## src/design/s256c_pkg.sv

```systemverilog
// ----------------------------------------------------------------------------
// s256c_pkg - shared types and constants for the SHA-256 block compressor
// Word types, the packed input and result words, and the round constants.
// ----------------------------------------------------------------------------
package s256c_pkg;

  localparam int unsigned ROUNDS = 64;
  localparam int unsigned SCHED_WORDS = 16;
  localparam int unsigned STATE_WORDS = 8;

  typedef logic [31:0] word_t;
  typedef logic [STATE_WORDS-1:0][31:0] state_t;  // index 0 = A ... 7 = H
  typedef logic [SCHED_WORDS-1:0][31:0] sched_t;  // index 0 = word used now

  typedef struct packed {
    logic [63:0] chain_ab;
    logic [63:0] chain_cd;
    logic [63:0] chain_ef;
    logic [63:0] chain_gh;
    logic [63:0] msg_w0_w1;
    logic [63:0] msg_w2_w3;
    logic [63:0] msg_w4_w5;
    logic [63:0] msg_w6_w7;
    logic [63:0] msg_w8_w9;
    logic [63:0] msg_w10_w11;
    logic [63:0] msg_w12_w13;
    logic [63:0] msg_w14_w15;
  } in_word_t;

  typedef struct packed {
    logic [63:0] new_ab;
    logic [63:0] new_cd;
    logic [63:0] new_ef;
    logic [63:0] new_gh;
  } out_word_t;

  localparam word_t ROUND_K [ROUNDS] = '{
    32'h428a2f98, 32'h71374491, 32'hb5c0fbcf, 32'he9b5dba5,
    32'h3956c25b, 32'h59f111f1, 32'h923f82a4, 32'hab1c5ed5,
    32'hd807aa98, 32'h12835b01, 32'h243185be, 32'h550c7dc3,
    32'h72be5d74, 32'h80deb1fe, 32'h9bdc06a7, 32'hc19bf174,
    32'he49b69c1, 32'hefbe4786, 32'h0fc19dc6, 32'h240ca1cc,
    32'h2de92c6f, 32'h4a7484aa, 32'h5cb0a9dc, 32'h76f988da,
    32'h983e5152, 32'ha831c66d, 32'hb00327c8, 32'hbf597fc7,
    32'hc6e00bf3, 32'hd5a79147, 32'h06ca6351, 32'h14292967,
    32'h27b70a85, 32'h2e1b2138, 32'h4d2c6dfc, 32'h53380d13,
    32'h650a7354, 32'h766a0abb, 32'h81c2c92e, 32'h92722c85,
    32'ha2bfe8a1, 32'ha81a664b, 32'hc24b8b70, 32'hc76c51a3,
    32'hd192e819, 32'hd6990624, 32'hf40e3585, 32'h106aa070,
    32'h19a4c116, 32'h1e376c08, 32'h2748774c, 32'h34b0bcb5,
    32'h391c0cb3, 32'h4ed8aa4a, 32'h5b9cca4f, 32'h682e6ff3,
    32'h748f82ee, 32'h78a5636f, 32'h84c87814, 32'h8cc70208,
    32'h90befffa, 32'ha4506ceb, 32'hbef9a3f7, 32'hc67178f2
  };

endpackage

```

## src/design/s256c_finalize.sv

```systemverilog
// ----------------------------------------------------------------------------
// s256c_finalize - chaining value feed-forward
// Adds the saved chaining words to the state after the last round and
// packs the result word.
// ----------------------------------------------------------------------------
module s256c_finalize (
  input  logic                 clk,
  input  logic                 rst,
  input  logic                 in_valid,
  input  s256c_pkg::state_t    in_state,
  input  s256c_pkg::state_t    in_chain,
  output logic                 done,
  output s256c_pkg::out_word_t result
);

  s256c_pkg::state_t sum;

  always_comb begin
    for (int j = 0; j < s256c_pkg::STATE_WORDS; j++) begin
      sum[j] = in_chain[j] + in_state[j];
    end
  end

  always_ff @(posedge clk) begin
    if (rst) begin
      done <= 1'b0;
    end else begin
      done <= in_valid;
    end
    result.new_ab <= {sum[0], sum[1]};
    result.new_cd <= {sum[2], sum[3]};
    result.new_ef <= {sum[4], sum[5]};
    result.new_gh <= {sum[6], sum[7]};
  end

endmodule

```

## config.mk

```make
export PLATFORM = sky130hd
export DESIGN_NAME = s256c_finalize
export DESIGN_NICKNAME = d
export VERILOG_FILES = /design/src/design/s256c_pkg.sv /design/src/design/s256c_finalize.sv
export SDC_FILE = /design/constraint.sdc
export NUM_CORES = 1
export LEC_CHECK = 0
export CAP_MARGIN = 40
export CORE_AREA = 2 2 300 302
export DETAILED_ROUTE_END_ITERATION = 8
export DIE_AREA = 0 0 302 304
export DONT_BUFFER_PORTS = 1
export RECOVER_POWER = 50
export SLEW_MARGIN = 25
export SYNTH_ARGS = -nofsm -noshare
export SYNTH_HDL_FRONTEND = slang
export SYNTH_SLANG_ARGS = --single-unit
```

## constraint.sdc

```tcl
create_clock -name clk -period 2.95 [get_ports clk]
set_input_delay 0.4425 -clock clk [delete_from_list [all_inputs] [get_ports clk]]
set_output_delay 0.4425 -clock clk [all_outputs]
set_load 0.01 [all_outputs]
```

==> metrics, run 1 <==
Slew @ Worst Pin 0.6319 ns; Syn Inst Count 1966; dpl cell area 20020 um^2; layout filler cell count 9625; Synth Cell Area 17460 um^2; first-pass GRT wire length 100.1 mm; Hold Crit Class in2reg; Max-slew headroom 56.78%; Die Wd 302 um; routability cong. 0.9500; total clock sinks 257; peak per-stage delay on the critical path 0.55 ns; internal power 8.299 mW; grt met1 use 16.78%; share of post-route cells with drive strength above 1 11.43%; register area share after synthesis 29.47%; Leak Pwr 9.541 nW; WL final 70.18 mm; Post-synth EDFFs 0; gr usage total 14.51%; port bufs 0; Layout Cells excl Fill 3346; Setup crit start kind input pin; M3 GR Usage 5.219%; post-synthesis register bit count 257; kind of critical path in2reg; antenna violations before repair 8; Syn Nets 2737; fmax 355.5 MHz; status complete, no violations; H-tree levels 2; total power 12.85 mW; First-pass DRT Iterations 5; Remaining DRCs 0; CTS tree done; NetSw 4.547 mW; Num CTS Buffers 35; Worst setup EP type flip-flop; DR WL/cell 20.97 um; Ys Warns 0; asr flop ratio synth 0%; Detail Route Antenna Nets 0; worst path cell trace dlygate4sd3_1 -> ha_2 -> fa_2 -> a21oi_2 -> o21ai_1 -> a21oi_2 -> o211ai_1 -> a31oi_1 -> o21ai_1 -> a41oi_1 -> buf_4 -> o41ai_1 -> xor2_1; number of global-route vias before repair 15350; Vias/cell 4.699; Clock power frac 32.7%; peak supply drop 0.4880 mV; Flop pwr share 40.5%; P&R area growth vs syn 21.89%; Design Area, Final 21280 um^2; count of unique library cells instantiated by Yosys 76; Die Footprint 91810 um^2; final period utilization 95.36%; largest net degree at the start of global routing 13; worst-path maximum fanout 4; GRT overflow 0; WP data arrival 3.22 ns; clk slew on worst S/H paths 0.06 ns; total power per unit cell area 603.6 nW/um^2; CTS Root Cell clkbuf_16; combinational share of power 26.8%; Inst Count DP 3262; global routing usage on met2 24.29%; unrepaired setup endpoints after global routing no; CP max-delay cell dlygate4sd3_1; via count 15720; fin. max-slew vios 0; Synth Area per Inst 8.881 um^2; max_cap viols 0; Ports 772; FP Rows 110; GRT Max-Usage Layer met2; Hold WS 0.07299 ns; Core Box Area 89050 um^2; Final nets 2908; switching share of power 35.40%; maximum buffer depth of the clock tree 3; Hold Vio Cnt, Final 0; Final HPWL DP 59.77 mm; Worst EP required 3.35 ns; ys flop type dfxtp_1; initial core utilization 19.61%; Initial DRC Count 1135; Final min period 2.813 ns; Setup violations, final 0; Die Ht 304 um
[cell usage after synthesis (6+ instances only)]
master	n	share of area, %
nor2_1	96	2.1
nand3_1	33	0.95
a211oi_1	19	0.82
o31ai_1	10	0.43
dfxtp_1	257	29
o21bai_1	36	1.5
and3_1	21	0.75
or3_1	7	0.25
o21a_1	23	0.99
nand4_1	27	0.97
a211o_1	8	0.40
nand2_1	118	2.5
inv_1	59	1.3
a21o_1	152	6.5
xor2_1	90	4.5
a221oi_1	7	0.35
a2111oi_0	8	0.40
fa_1	8	0.92
nor2b_1	21	0.75
ha_1	248	18
o21ai_0	117	3.4
a31oi_1	28	1.0
o211ai_1	11	0.47
xnor2_1	144	7.2
nor3_1	19	0.54
and2_1	8	0.29
clkbuf_1	40	0.86
a21oi_1	225	6.4
a31o_2	6	0.30
nand2b_1	23	0.82
[power by group through the flow]
| stage | sequential (mW) | clock (mW) | combinational, mW |
|---|---|---|---|
| after floorplan | 4.93 | 0 | 2.32 |
| after global placement | 5.32 | 0 | 3.35 |
| after detailed placement | 5.30 | 0 | 3.37 |
| after CTS | 5.24 | 4.39 | 3.42 |
| after global routing | 5.29 | 4.49 | 3.80 |
| final | 5.21 | 4.20 | 3.44 |
[layout make-up]
type                            instances  area (um^2)  share of cell area, %
Multi-Input combinational cell       1609        11990                  56.35
Sequential cell                       257         5145                  24.17
Tap cell                             1176         1471                  6.914
Timing Repair Buffer                  175         1333                  6.261
Clock buffer                           46        989.7                  4.650
Inverter                               59        221.5                  1.041
Clock inverter                         15        107.6                 0.5056
Antenna cell                            9        22.52                 0.1058
[state kept, by name (all words and copies together), names as in the netlist]
signal and cells:
result 256, done 1
[cells in the final DEF (no fill, tap or decap), drive strengths merged, types with 23 or more instances in the layout]
master / count
dfxtp: 257
ha: 248
a21oi: 227
a21o: 153
buf: 148
xnor2: 144
o21ai: 122
nand2: 118
nor2: 96
xor2: 90
clkbuf: 60
inv: 59
o21bai: 36
nand3: 33
a31oi: 29
nand4: 27
nand2b: 23
o21a: 23
[what timing repair did]
item | 4_1_cts | 5_1_grt
gates cloned | 0 | 0
setup buffers | 0 | 1
hold buffers | 13 | 0
endpoints found under the hold margin | 11 | 0
pin swaps | 0 | 10
resized for setup | 2 | 10
endpoints found under the setup margin | 3 | 12
[stage by stage]
| stage | setup WS (ns) | setup TNS (ns) | utilization [%] |
|---|---|---|---|
| after floorplan | -0.06086 | -0.06086 | - |
| after global placement | -0.6827 | -11.17 | 22.49 |
| after detailed placement | -0.7425 | -13.34 | 22.49 |
| after CTS | 0.009473 | 0 | 23.87 |
| after global routing | 0.005669 | 0 | 23.89 |
| final | 0.1368 | 0 | 23.90 |
[per-layer routing]
| metal | vias to the layer above | wire, um |
|---|---|---|
| li1 | 7614 | - |
| met1 | 7335 | 28250 |
| met2 | 659 | 32950 |
| met3 | 114 | 6428 |
| met4 | 2 | 2540 |
| met5 | - | 8 |
[path summary, 6_finish.rpt]
kind,start,endpoint,cells past startpoint
min,in_chain[193],result[33],1
max,in_chain[160],result[94],13
[worst max-delay path, delay by kind of cell]
family          cells  cell delay, ns
xor+xnor            1            0.16
fa+ha+maj           2            0.61
buf+inv             2            0.72
compound gates      8            1.29
[cells by family after synthesis]
family	share of synthesized area [%]
AO/OA/AOI/OAI	26.86
XOR/XNOR	11.74
adder cells (fa/ha/maj)	18.69
buffers and inverters	2.150
flip-flops	29.47
multiplexers	0.1218
AND/OR/NAND/NOR	10.98
No activity file was read; power rests on OpenSTA's default activity.
==> inputs of run 2 (changes only) <==
==> constraint.sdc (replaced) <==
create_clock -name clk -period 2.95 [get_ports clk]
set_input_delay 0.1475 -clock clk [delete_from_list [all_inputs] [get_ports clk]]
set_output_delay 0.1475 -clock clk [all_outputs]
set_load 0.01 [all_outputs]
==> run 2 against run 1 <==
  * Critical path depth decreased by 2
  * Critical endpoint is now result[59]
  * The run now ends with negative setup slack left
  * Wire length rose by 12%
  * Power increased by 9.1%
  * Clock power grew 3%
  * Cell count increased by 14%
  * Highest routed layer unchanged
  * Hold slack lost 0.042 ns
  * Via count increased by 17%
  * Die area unchanged
  * Largest power group unchanged
  * Flip-flop and latch count unchanged
  * Sequential power barely moved
  * Global-route usage grew 1.5 points
  * Core utilization rose by 5.7 points
==> metrics, run 2 (synthesis gave the netlist of run 1 again) <==
GRT Max-Usage Layer met2; Worst setup EP type flip-flop; FP Rows 110 (unchanged); combinational share of power 32.0% (+5.2 points); Die Footprint 91810 um^2 (unchanged); Final HPWL DP 57.95 mm (-3.0%); DR WL/cell 20.57 um (-1.9%); via count 18390 (+17%); fmax 333.1 MHz (-6.3%); total clock sinks 257 (unchanged); maximum buffer depth of the clock tree 3 (unchanged); initial core utilization 19.61% (unchanged); Flop pwr share 37.2% (-3.3 points); commonest non-fill, non-tap cell in the layout dlygate4sd3_1; clk slew on worst S/H paths 0.06 ns (about the same); Hold Vio Cnt, Final 0 (unchanged); Final nets 3369 (+16%); switching share of power 34.75% (-0.65 points); Setup crit start kind input pin; grt met1 use 16.99% (+0.21 points); CTS tree done; port bufs 0 (unchanged); number of global-route vias before repair 18770 (+22%); worst-path maximum fanout 4 (unchanged); hold depth 3 (+2); total power per unit cell area 532.1 nW/um^2 (-12%); GRT overflow 0 (unchanged); Hold Crit Class in2reg; antenna violations before repair 13 (+5); Clock power frac 30.8% (-1.9 points); internal power 9.144 mW (+10%); share of post-route cells with drive strength above 1 8.394% (-3.0 points); Vias/cell 4.824 (+2.7%); P&R area growth vs syn 50.83%; failing checks negative setup slack; WL final 78.42 mm (+12%); Final min period 3.002 ns (+0.1886 ns); largest net degree at the start of global routing 13 (unchanged); WP data arrival 3.43 ns (+0.21 ns); max_cap viols 0 (unchanged); Initial DRC Count 1299 (+14%); Max-slew headroom 52.05% (-4.7 points); kind of critical path in2reg; total power 14.01 mW (+9.1%); Slew @ Worst Pin 0.7117 ns (+0.07980 ns); number of flip-flops in the largest register 256 (unchanged); global routing usage on met2 26.84% (+2.6 points); Core Box Area 89050 um^2 (unchanged); Detail Route Antenna Nets 0 (unchanged); NetSw 4.869 mW (+7.1%); Design Area, Final 26340 um^2 (+24%); routability cong. 0.9767 (+2.8%); Remaining DRCs 0 (unchanged); M3 GR Usage 6.033% (+0.81 points); Die Ht 304 um (unchanged); gr usage total 15.98% (+1.5 points); Leak Pwr 11.49 nW (+20%); final period utilization 101.8% (+6.4 points); Worst EP required 3.38 ns (+0.03 ns); H-tree levels 2 (unchanged); Num CTS Buffers 34 (-2.9%); most frequent cells in the layout 534 x dlygate4sd3_1, 257 x dfxtp_1, 240 x ha_1; Die Wd 302 um (unchanged); dpl cell area 19490 um^2 (-2.7%); first-pass GRT wire length 112.4 mm (+12%); peak supply drop 0.4755 mV (-2.6%); Top reg by flops result; worst setup margin -0.05184 ns (-0.1886 ns); fin. max-slew vios 0 (unchanged); status finished with violations; First-pass DRT Iterations 5 (unchanged); Setup violations, final 1 (+1); Ports 772 (unchanged); CTS Root Cell clkbuf_16; Largest regs result (256), done (1)
run 2: worst max-delay path, stage by stage:
cell,delay [ns]
dlygate4sd3_1,0.54
ha_1,0.35
a21o_1,0.20
a31oi_2,0.12
o21bai_2,0.17
a211oi_2,0.09
o41a_1,0.38
o41a_1,0.48
o21ai_2,0.22
xnor2_2,0.12
dlygate4sd3_1,0.60
run 2: layer usage:
metal | up-vias | routed length, um
met5 | - | 13
met4 | 2 | 4919
met3 | 247 | 7659
met2 | 938 | 36410
met1 | 8643 | 29410
li1 | 8559 | -
run 2: layout make-up:
type	instances	area (um^2)
clock buffers	48	963.4
repair buffers	637	6132
diodes	15	37.54
multi-input cells	1609	12210
clock inverters	11	155.1
well taps	1176	1471
inverters	59	221.5
fillers	9076	62710
flip-flops and latches	257	5145
run 2: power groups by stage:
stage | Combinational, mW | Sequential [mW] | Clock (mW)
finish | 4.48 | 5.21 | 4.32
global route | 4.84 | 5.26 | 4.59
CTS | 4.23 | 5.20 | 4.46
detailed placement | 3.22 | 5.26 | 0
global placement | 3.20 | 5.28 | 0
floorplan | 2.31 | 4.93 | 0
run 2: final timing paths:
kind / from / endpoint
worst max-delay path: in_chain[194] / result[59]
worst min-delay path: in_chain[233] / result[9]
run 2: metrics by stage:
stage               hold slack [ns]  util [%]   TNS, ns  worst slack, ns  cells
floorplan                    0.2191         -         0           0.1101   1966
global placement             0.2485     21.89    -2.533          -0.5331   3194
detailed placement           0.2513     21.89    -3.040          -0.5740   3194
CTS                      0.00007233     29.14         0          0.02362   3787
global route               0.003758     29.56  -0.09282         -0.08036   3806
finish                      0.03095     29.58  -0.05184         -0.05184   3812
run 2: timing repair:
action	in CTS	in global routing
setup endpoints to repair	0	35
endpoints found under the hold margin	236	1
hold buffers	534	1
resized for setup	0	61
setup buffers	0	9
